$ cat config.mk
export PLATFORM = sky130hd
export DESIGN_NAME = host_command_packet_parser
export DESIGN_NICKNAME = d
export VERILOG_FILES = /design/src/hcpp_pkg.sv /design/src/hcpp_parse.sv /design/src/hcpp_fifo.sv /design/src/host_command_packet_parser.sv
export VERILOG_INCLUDE_DIRS = /design/src /design/src/src
export SDC_FILE = /design/constraint.sdc
export NUM_CORES = 1
export LEC_CHECK = 0
export ABC_AREA = 1
export BUFFER_PORTS_ARGS = -buffer_cell sky130_fd_sc_hd__buf_2
export CAP_MARGIN = 20
export CORE_MARGIN = 1
export CORE_UTILIZATION = 40
export CTS_CLUSTER_SIZE = 24
export DETAILED_ROUTE_END_ITERATION = 6
export GPL_ROUTABILITY_DRIVEN = 0
export GPL_TIMING_DRIVEN = 0
export SLEW_MARGIN = 40
export SYNTH_ARGS = -nofsm -noshare
export SYNTH_HDL_FRONTEND = slang
export SYNTH_SLANG_ARGS = --single-unit
$ cat constraint.sdc
create_clock -name clk_i -period 5.3 [get_ports clk_i]
set_input_delay 0.53 -clock clk_i [delete_from_list [all_inputs] [get_ports clk_i]]
set_output_delay 0.53 -clock clk_i [all_outputs]
set_load 0.005 [all_outputs]
$ cat src/assert_macros.svh
// Assertion macros used by host_command_packet_parser.sv.
`ifndef ASSERT_MACROS_SVH
`define ASSERT_MACROS_SVH
`ifndef ASSERT_OFF
// Property checked on every rising clock edge outside reset.
`define HCPP_ASSERT(name, clk, rstn, prop) \
  name: assert property (@(posedge clk) disable iff (!rstn) prop) \
    else $error("hcpp assertion failed");
// Property checked on every rising clock edge, reset included.
`define HCPP_ASSERT_ALWAYS(name, clk, prop) \
  name: assert property (@(posedge clk) prop) \
    else $error("hcpp assertion failed");
`else
`define HCPP_ASSERT(name, clk, rstn, prop)
`define HCPP_ASSERT_ALWAYS(name, clk, prop)
`endif
`endif

$ cat src/hcpp_pkg.sv
// Types and constants of the host command packet parser.
package hcpp_pkg;

  typedef struct packed {
    logic [7:0] packet_byte;
    logic       end_of_packet;
    logic       empty_packet;
  } hcpp_in_t;

  typedef struct packed {
    logic        result_kind;
    logic [2:0]  message_kind;
    logic [1:0]  error_code;
    logic [15:0] start_address;
    logic [7:0]  read_length;
    logic [7:0]  data_byte;
    logic        last_result;
  } hcpp_out_t;

  // Results produced by one item, handed to the output queue.
  typedef struct packed {
    logic [1:0] cnt;
    hcpp_out_t  r0;
    hcpp_out_t  r1;
  } hcpp_push_t;

  localparam logic [7:0] OP_READ   = 8'h00;
  localparam logic [7:0] OP_WRITE  = 8'h01;
  localparam logic [7:0] OP_LOCK   = 8'h02;
  localparam logic [7:0] OP_UNLOCK = 8'h03;
  localparam logic [7:0] OP_ERASE  = 8'h04;
  localparam logic [7:0] OP_EXIT   = 8'hFF;

  localparam logic [2:0] MK_READ  = 3'd0;
  localparam logic [2:0] MK_WRITE = 3'd1;
  localparam logic [2:0] MK_EXIT  = 3'd5;

  localparam logic [1:0] ERR_NONE       = 2'd0;
  localparam logic [1:0] ERR_EMPTY      = 2'd1;
  localparam logic [1:0] ERR_MALFORMED  = 2'd2;
  localparam logic [1:0] ERR_INVALID_OP = 2'd3;

  localparam logic RK_SUMMARY = 1'b0;
  localparam logic RK_DATA    = 1'b1;

  localparam logic [2:0] POS_OPCODE = 3'd0;
  localparam logic [2:0] POS_ADDR_HI = 3'd1;
  localparam logic [2:0] POS_ADDR_LO = 3'd2;
  localparam logic [2:0] POS_LENGTH = 3'd3;
  localparam logic [2:0] POS_MAX = 3'd7;

  localparam logic [2:0] READ_TOTAL  = 3'd4;
  localparam logic [2:0] WRITE_MIN   = 3'd3;
  localparam logic [2:0] SHORT_TOTAL = 3'd1;

endpackage

$ cat src/hcpp_parse.sv
// Input register, packet state and per-byte result decode.
module hcpp_parse import hcpp_pkg::*; (
  input  logic       clk_i,
  input  logic       rst_ni,
  input  logic       in_valid_i,
  output logic       in_ready_o,
  input  hcpp_in_t   in_data_i,
  input  logic       room_i,
  output hcpp_push_t push_o
);

  logic        in_valid_q;
  hcpp_in_t    in_q;
  logic [2:0]  pos_q, pos_d;
  logic [7:0]  op_q, op_d;
  logic [15:0] addr_q, addr_d;
  logic [7:0]  len_q, len_d;
  logic        proc;
  logic        data_res;
  logic [2:0]  total;
  hcpp_out_t   summ;
  hcpp_out_t   data_r;

  assign proc       = in_valid_q && room_i;
  assign in_ready_o = !in_valid_q || room_i;

  always_ff @(posedge clk_i or negedge rst_ni) begin
    if (!rst_ni) begin
      in_valid_q <= 1'b0;
    end else if (in_ready_o) begin
      in_valid_q <= in_valid_i;
    end
  end

  always_ff @(posedge clk_i) begin
    if (in_valid_i && in_ready_o) begin
      in_q <= in_data_i;
    end
  end

  always_comb begin
    op_d   = op_q;
    addr_d = addr_q;
    len_d  = len_q;
    unique case (pos_q)
      POS_OPCODE:  op_d = in_q.packet_byte;
      POS_ADDR_HI: addr_d = {in_q.packet_byte, addr_q[7:0]};
      POS_ADDR_LO: addr_d = {addr_q[15:8], in_q.packet_byte};
      POS_LENGTH:  len_d = in_q.packet_byte;
      default: ;
    endcase

    total    = (pos_q == POS_MAX) ? POS_MAX : pos_q + 3'd1;
    data_res = (op_d == OP_WRITE) && (pos_q >= POS_LENGTH);

    data_r               = '0;
    data_r.result_kind   = RK_DATA;
    data_r.message_kind  = MK_WRITE;
    data_r.error_code    = ERR_NONE;
    data_r.start_address = addr_d;
    data_r.data_byte     = in_q.packet_byte;
    data_r.last_result   = !in_q.end_of_packet;

    summ             = '0;
    summ.result_kind = RK_SUMMARY;
    summ.last_result = 1'b1;
    if (in_q.empty_packet) begin
      summ.error_code = ERR_EMPTY;
    end else if (op_d == OP_READ) begin
      if (total != READ_TOTAL) begin
        summ.error_code = ERR_MALFORMED;
      end else begin
        summ.message_kind  = MK_READ;
        summ.start_address = addr_d;
        summ.read_length   = len_d;
      end
    end else if (op_d == OP_WRITE) begin
      if (total < WRITE_MIN) begin
        summ.error_code = ERR_MALFORMED;
      end else begin
        summ.message_kind  = MK_WRITE;
        summ.start_address = addr_d;
      end
    end else if (op_d == OP_LOCK || op_d == OP_UNLOCK || op_d == OP_ERASE
                 || op_d == OP_EXIT) begin
      if (total != SHORT_TOTAL) begin
        summ.error_code = ERR_MALFORMED;
      end else begin
        summ.message_kind = (op_d == OP_EXIT) ? MK_EXIT : op_d[2:0];
      end
    end else begin
      summ.error_code = ERR_INVALID_OP;
    end

    push_o = '0;
    if (proc) begin
      if (in_q.empty_packet) begin
        push_o.cnt = 2'd1;
        push_o.r0  = summ;
      end else if (data_res) begin
        push_o.r0  = data_r;
        push_o.r1  = summ;
        push_o.cnt = in_q.end_of_packet ? 2'd2 : 2'd1;
      end else if (in_q.end_of_packet) begin
        push_o.cnt = 2'd1;
        push_o.r0  = summ;
      end
    end

    pos_d = total;
    // drop all packet state at packet end or on an empty item
    if (in_q.empty_packet || in_q.end_of_packet) begin
      pos_d  = '0;
      op_d   = '0;
      addr_d = '0;
      len_d  = '0;
    end
  end

  always_ff @(posedge clk_i or negedge rst_ni) begin
    if (!rst_ni) begin
      pos_q  <= '0;
      op_q   <= '0;
      addr_q <= '0;
      len_q  <= '0;
    end else if (proc) begin
      pos_q  <= pos_d;
      op_q   <= op_d;
      addr_q <= addr_d;
      len_q  <= len_d;
    end
  end

endmodule

$ cat src/hcpp_fifo.sv
// Result queue: takes up to two results a cycle, gives one while out_ready_i is high.
module hcpp_fifo import hcpp_pkg::*; #(
  parameter int unsigned Depth = 4
) (
  input  logic                       clk_i,
  input  logic                       rst_ni,
  input  hcpp_push_t                 push_i,
  output logic                       room_o,
  output logic [$clog2(Depth+1)-1:0] level_o,
  output logic                       out_valid_o,
  input  logic                       out_ready_i,
  output hcpp_out_t                  out_data_o
);

  localparam int unsigned PtrW = (Depth > 1) ? $clog2(Depth) : 1;
  localparam int unsigned LvlW = $clog2(Depth + 1);

  hcpp_out_t             mem_q [Depth];
  logic [PtrW-1:0]       wr_ptr_q, wr_ptr_d, wr_ptr1, rd_ptr_q, rd_ptr_d;
  logic [LvlW-1:0]       level_q, level_d;
  logic                  pop;

  function automatic logic [PtrW-1:0] wrap_inc(input logic [PtrW-1:0] p);
    return (p == PtrW'(Depth - 1)) ? '0 : p + PtrW'(1);
  endfunction

  assign pop         = out_valid_o && out_ready_i;
  assign out_valid_o = (level_q != '0);
  assign out_data_o  = mem_q[rd_ptr_q];
  assign room_o      = (level_q <= LvlW'(Depth - 2));
  assign level_o     = level_q;

  always_comb begin
    wr_ptr1  = wrap_inc(wr_ptr_q);
    wr_ptr_d = wr_ptr_q;
    unique case (push_i.cnt)
      2'd1:    wr_ptr_d = wr_ptr1;
      2'd2:    wr_ptr_d = wrap_inc(wr_ptr1);
      default: wr_ptr_d = wr_ptr_q;
    endcase
    rd_ptr_d = pop ? wrap_inc(rd_ptr_q) : rd_ptr_q;
    level_d  = level_q + LvlW'(push_i.cnt) - LvlW'(pop);
  end

  always_ff @(posedge clk_i) begin
    if (push_i.cnt != 2'd0) begin
      mem_q[wr_ptr_q] <= push_i.r0;
    end
    if (push_i.cnt == 2'd2) begin
      mem_q[wr_ptr1] <= push_i.r1;
    end
  end

  always_ff @(posedge clk_i or negedge rst_ni) begin
    if (!rst_ni) begin
      wr_ptr_q <= '0;
      rd_ptr_q <= '0;
      level_q  <= '0;
    end else begin
      wr_ptr_q <= wr_ptr_d;
      rd_ptr_q <= rd_ptr_d;
      level_q  <= level_d;
    end
  end

endmodule

$ cat src/host_command_packet_parser.sv
// Host command packet parser: takes one packet byte per cycle (opcode, address high, address
// low, then read length for a read or payload for a write) and gives one summary item at
// packet end or on an empty item, preceded by a write-data item for each write payload byte.
// One input item is accepted every cycle while the result queue has room for two results; a
// result is held in the input register and then in the queue memory before it appears. The
// queue drains one item per cycle while out_ready_i is high. OutDepth sets the queue depth.
`include "assert_macros.svh"
module host_command_packet_parser import hcpp_pkg::*; #(
  parameter int unsigned OutDepth = 4
) (
  input  logic      clk_i,
  input  logic      rst_ni,
  input  logic      in_valid_i,
  output logic      in_ready_o,
  input  hcpp_in_t  in_data_i,
  output logic      out_valid_o,
  input  logic      out_ready_i,
  output hcpp_out_t out_data_o
);

  hcpp_push_t                    push;
  logic                          room;
  logic [$clog2(OutDepth+1)-1:0] level;

  hcpp_parse u_parse (
    .clk_i      (clk_i),
    .rst_ni     (rst_ni),
    .in_valid_i (in_valid_i),
    .in_ready_o (in_ready_o),
    .in_data_i  (in_data_i),
    .room_i     (room),
    .push_o     (push)
  );

  hcpp_fifo #(
    .Depth (OutDepth)
  ) u_fifo (
    .clk_i       (clk_i),
    .rst_ni      (rst_ni),
    .push_i      (push),
    .room_o      (room),
    .level_o     (level),
    .out_valid_o (out_valid_o),
    .out_ready_i (out_ready_i),
    .out_data_o  (out_data_o)
  );

  `HCPP_ASSERT(a_level_bound, clk_i, rst_ni, level <= ($clog2(OutDepth+1))'(OutDepth))
  `HCPP_ASSERT(a_push_fits, clk_i, rst_ni,
    push.cnt != 2'd0 |-> level <= ($clog2(OutDepth+1))'(OutDepth - 2))
  `HCPP_ASSERT(a_pair_order, clk_i, rst_ni,
    push.cnt == 2'd2 |-> push.r0.result_kind == RK_DATA && !push.r0.last_result
      && push.r1.result_kind == RK_SUMMARY)
  `HCPP_ASSERT(a_summary_last, clk_i, rst_ni,
    out_valid_o && out_data_o.result_kind == RK_SUMMARY |-> out_data_o.last_result)

endmodule
==> results of run 1 <==
-- metal layers --
layer | part of all wire, % | routed length, µm | GRT usage (%) | vias to the layer above
li1 | - | - | - | 4219
met1 | 44 | 13500 | 32.5 | 4158
met2 | 47 | 14500 | 38.7 | 311
met3 | 7.0 | 2150 | 3.44 | 66
met4 | 2.4 | 742 | 6.73 | 0
met5 | 0 | 0 | 0 | -
-- layout by cell type (no fill, tap or decap), types with 4 or more instances in the layout --
master / n
nand3_1: 195
nand2_1: 183
nor2_1: 146
o21ai_0: 144
edfxtp_1: 130
inv_1: 82
buf_2: 65
o22ai_1: 62
clkbuf_1: 59
dfrtp_1: 43
dfxtp_1: 36
clkbuf_16: 25
ha_1: 18
o31ai_1: 8
o21a_1: 8
nand2_2: 7
clkinv_1: 7
inv_2: 5
nor3_1: 4
buf_6: 4
o21ai_1: 4
-- state kept, by name (all words and copies together) (netlist names) --
signal	cells
u_fifo.level_o	3
u_parse.op_q	8
u_parse.in_q	2
u_fifo.mem_q	156
u_parse.pos_q	3
u_parse.addr_q	16
u_parse.data_r	8
u_parse.len_q	8
u_fifo.rd_ptr_q	2
u_fifo.wr_ptr_q	2
u_parse.in_valid_q	1
-- through the flow --
stage / instance area, µm² / std cells / setup WS (ps) / power (mW)
6_report: 11800 / 1603 / 662 / 6.06
5_1_grt: 11800 / 1603 / 239 / 6.40
4_1_cts: 11800 / 1602 / 729 / 6.07
3_5_place_dp: 11000 / 1558 / 764 / 4.46
3_3_place_gp: 11000 / 1557 / -194 / 4.42
2_1_floorplan: 10300 / 1173 / 1390 / 3.54
-- final cells by class --
class	count	share of cell area, %
Buffer	70	2.64
Clock buffer	34	5.76
Clock inverter	10	0.742
Inverter	91	2.92
Multi-Input combinational cell	803	33.6
Sequential cell	209	48.3
Tap cell	330	3.50
Timing Repair Buffer	56	2.50
-- worst max-delay path: cells and delay by family, from the launching register on --
kind / cells / cell delay [ps]
simple gates: 8 / 1960
buf+inv: 6 / 1320
compound gates: 1 / 530
flops: 1 / 400
fa+ha+maj: 1 / 270
-- power groups by stage --
stage / registers [mW] / logic, mW / clock network [mW]
final: 2.12 / 2.32 / 1.62
after global routing: 2.14 / 2.56 / 1.70
after CTS: 2.12 / 2.32 / 1.64
after detailed placement: 2.15 / 2.31 / 0
after global placement: 2.15 / 2.27 / 0
after floorplan: 2.12 / 1.42 / 0
-- logic make-up after synthesis --
kind of cell,after synthesis
xor gates and xnor gates,3
adders and majority gates,19
buffers and inverters,161
AOI/OAI and AO/OA,234
DFF,209
and+or+nand+nor,547
-- worst paths after layout --
path / startpoint / end / slack [ps]
worst max-delay path: u_fifo.level_o[2] / u_fifo.mem_q[0][36] / 660
worst min-delay path: rst_ni / u_parse.op_q[6] / 0.1
worst max register to register: u_fifo.level_o[2] / u_fifo.mem_q[0][36] / 660
worst min register to register: u_fifo.mem_q[1][4] / u_fifo.mem_q[1][4] / 490
max in group asynchronous: rst_ni / u_parse.addr_q[6] / 4870
min in group clk_i: in_data_i[7] / u_parse.data_r[6] / 160
==> run metrics, run 1 <==
status=finished clean; max cap viols=0; nets@finish=1288; post-synthesis xor/xnor area fraction=0.255%; vias in the first global route=8188; cts repair resizes=0; layout cells sized above 1=10.3%; clk root buf=clkbuf_16; Core Footprint=25200 µm²; Die Span Y=162 µm; Layout fillers=2415; ANT cells=0; clock power share=26.8%; CP Max Fanout=10; Worst Path Arrival=5020 ps; synthesized area per cell=8.77 µm²; RSZ-0062 raised after global routing=false; worst-case clock skew=17.8 ps; leakage=4.71 nW; Row Count=58; most numerous cell in the Yosys netlist=nand3_1; Die W=162 µm; Synth Cell Area=10300 µm²; Final ANT Viol Nets=0; Crit. End Element=flip-flop; setup violators final=0; DRC=0; final global-route overflow total=0; syn_nets=1206; worst-path cell chain=nor2_1, nor2_1, nor2_2, inv_1, nor2_1, buf_2, buf_1, nand2_1, ha_1, inv_1, nand2_1, nor2_1, inv_1, o21ai_0, inv_1, nor2_1; Initial DRC Count=773; Power Density=513 nW/µm²; clock transition at the registers of the reported paths=60 ps; Flop pwr share=35.0%; Sw Share=40.2%; post-synthesis adder-cell area fraction=2.38%; ys async rst share=20.6%; commonest cells in the netlist=195 x nand3_1, 187 x nand2_1, 146 x nor2_1; count of hold-fix buffers inserted at cts=0; Hold Vio Cnt, Final=0; FF/Latch Area=5700 µm²; part of the power in combinational logic=38.2%; synthesis-to-layout area growth=14.7%; Max transition margin=42.7%; DR WL/cell=19.2 µm; cell taking the most area after synthesis=edfxtp_1; Cell variety after synth=36; top_reg_cell synth=edfxtp_1; HPWL after DPL=21200 µm; crit path max-delay cell type=nor2_1; I/O Pins=55; crit path kind=reg -> reg; Synth warnings=0; Max VDD drop=249 µV; Synth Area in Compound Gates=12.6%; WL final=30800 µm; aggregate global-route resource usage=23.6%; most used cell, CP=nor2_1; largest net degree at the start of global routing=44; CTS tree=yes; Seq cells post-synth=209; postcts setup bufs=0; DR vias=8754; port buffer count=54; CP startpoint kind=flip-flop; H-Tree Depth=1; fin crit share=87.5%; Worst Max-Slew Pin Slew=860 ps; critical path data required time=5680 ps; CP max stage delay=580 ps; Core Util, Final=46.9%; Longest Clk Path Bufs=3; largest family of logic cells by synthesized area=simple AND/OR/NAND/NOR gates; number of CTS-inserted buffers=24; area of the multi-input gates=3970 µm²; highest clock rate=0.216 GHz; synth top area cells=edfxtp_1 38%, dfrtp_1 10%, nand3_1 9.5%, o21ai_0 7.1%, dfxtp_1 7.0%; EDFF count, synth=130; Pins Over Slew Limit=0; Sw Pwr=2.44 mW; Worst Hold Class=in -> async; R2R depth=16; Starting Density=40.9%; first-pass GRT wire length=47200 µm; Tmin final=4640 ps; Mapped Cells=1173; Post-Route Setup TNS=0 ps; Internal Dissipation=3.62 mW; hold slack final=0.110 ps; Post-Synth Simple-Gate Area=23.0%; Avg Vias per Cell=5.46; full die area=26400 µm²; CTS sink cnt=209; worst-skew pair later-pin latency=540 ps; sequential fraction of the synthesis area=55.4%; mux contribution to synthesized area=0%; initial antenna violation count=0; 1st-pass router iterations=5; Yosys top cell area share=37.9%
Note: power is estimated with default switching activity, not from simulation.
==> run 2: changes to the inputs <==
CORE_MARGIN = 2   (was 1)
==> run metrics, run 2 (same netlist as run 1, synthesis figures left out) <==
worst-case clock skew=16.3 ps; WL met2=14000 µm; critical path data required time=5520 ps; first-pass GRT wire length=47700 µm; Die Span Y=164 µm; HPWL after DPL=21300 µm; worst-path cell chain=inv_1, ha_1, nand2_2, buf_6, nand2_1, o21ai_1, nor2_2, nand3_2, nor2_4, ha_1, o21ai_1, ha_1, nand2_1, inv_2, nor2_1, inv_1, clkbuf_1, o21ai_0; CTS sink cnt=209; leading cell type in the layout, fill and taps excluded=nand3_1; setup violators final=0; Hold Vio Cnt, Final=0; Initial DRC Count=738; RSZ-0062 raised after global routing=false; crit path kind=reg -> reg; largest net degree at the start of global routing=44; I/O Pins=55; port buffer count=54; CP max stage delay=540 ps; Crit path max-delay family=buffers and inverters; final global-route overflow total=0; highest clock rate=0.218 GHz; clock transition at the registers of the reported paths=60 ps; CP Max Fanout=10; aggregate global-route resource usage=23.0%; fin crit share=86.7%; status=finished clean; Top reg by flops=u_fifo.mem_q; max cap viols=0; M1 wire length=13300 µm; postcts setup bufs=0; Crit. End Element=flip-flop; CTS tree=yes; WL met3=2360 µm; post-route cell area=11900 µm²; initial antenna violation count=0; Pins Over Slew Limit=0; leakage=4.74 nW; hold slack final=35.2 ps; crit path max-delay cell type=o21ai_1; Longest Clk Path Bufs=3; Worst Hold Class=in -> async; ANT cells=0; Power Density=516 nW/µm²; Max VDD drop=303 µV; full die area=27000 µm²; cts repair resizes=0; most frequent cells in the layout=195 x nand3_1, 183 x nand2_1, 146 x nor2_1, 144 x o21ai_0, 130 x edfxtp_1; r2r setup slk=700 ps; most used cell, CP=ha_1; Crit Reg-Reg Startpoint=u_parse.pos_q[0]; layout cells sized above 1=10.7%; count of hold-fix buffers inserted at cts=0; Final ANT Viol Nets=0; Tmin final=4600 ps; number of CTS-inserted buffers=24; Worst Path Arrival=4810 ps; Avg Vias per Cell=5.47; DR vias=8779; CP startpoint kind=flip-flop; R2R depth=18; Top Registers=u_fifo.mem_q x156, u_parse.addr_q x16; Row Count=58; Final Power=6.12 mW; Max transition margin=42.5%; H-Tree Depth=1; Worst Max-Slew Pin Slew=862 ps; Buf/Inv on CP=5; DR top layer=met4; worst-skew pair later-pin latency=520 ps; DRC=0; vias in the first global route=8494; Post-Route Setup TNS=0 ps; Area after DPL=11100 µm²; clk root buf=clkbuf_16; 1st-pass router iterations=7; WL final=30400 µm; DR WL/cell=18.9 µm; Largest register FFs=156; nets@finish=1289; Worst R2R End=u_fifo.mem_q[2][0]; synthesis-to-layout area growth=15.4%; Core Footprint=25300 µm²; Die W=164 µm; Starting Density=40.8%
==> run 2: cell types whose count changed in the layout (fill, tap and decap cells not counted), moves of 2 or more <==
cell	before	now
buf_16	0	2
clkbuf_1	59	57
clkbuf_8	2	4
o22ai_1	62	60
o22ai_2	1	3
==> run 2: area by class of cell <==
class | instances | area (µm²)
Fill cell | 2446 | 13400
Clock buffer | 34 | 699
Inverter | 91 | 344
Buffer | 70 | 312
Tap cell | 330 | 413
Clock inverter | 10 | 97.6
Multi-Input combinational cell | 803 | 3980
Sequential cell | 209 | 5700
Timing Repair Buffer | 57 | 333
==> run 2: power by group <==
group	leakage, nW	internal, mW	switching [mW]
Clock	0.389	1.01	0.659
Sequential	2.06	2.02	0.0937
Combinational	2.29	0.672	1.66
Total	4.74	3.71	2.42
==> run 2: metrics by stage <==
stage	worst slack, ps	instances	utilization (%)
2_1_floorplan	1390	1173	-
3_3_place_gp	-86.5	1557	43.5
3_5_place_dp	772	1559	43.8
4_1_cts	745	1603	46.9
5_1_grt	281	1604	47.0
6_report	704	1604	47.0
==> run 2: metal layers <==
layer | track usage, % | vias to the layer above
met1 | 31.3 | 4189
li1 | - | 4223
met2 | 37.0 | 316
met3 | 4.67 | 51
met4 | 7.19 | 0
met5 | 0 | -
==> run 2: worst reg2reg max path: stages, from the launching register on <==
cell and delay [ps]:
dfrtp_1 420, inv_1 140, ha_1 320, nand2_2 100
buf_6 150, nand2_1 60, o21ai_1 110, nor2_2 210
nand3_2 140, nor2_4 140, ha_1 240, o21ai_1 540
ha_1 400, nand2_1 130, inv_2 200, nor2_1 220
inv_1 160, clkbuf_1 440, o21ai_0 190
==> run 2: how the worst max path moves through the flow <==
stage	startpoint	to	cells past startpoint
6_report	u_parse.pos_q[0]	u_fifo.mem_q[2][0]	18
5_1_grt	u_parse.pos_q[0]	u_fifo.mem_q[0][0]	19
4_1_cts	u_parse.pos_q[0]	u_fifo.mem_q[0][0]	19
3_5_place_dp	u_parse.pos_q[0]	u_fifo.mem_q[0][0]	19
3_3_place_gp	u_parse.pos_q[0]	u_fifo.mem_q[0][26]	16
2_1_floorplan	u_parse.pos_q[0]	u_fifo.mem_q[1][0]	15
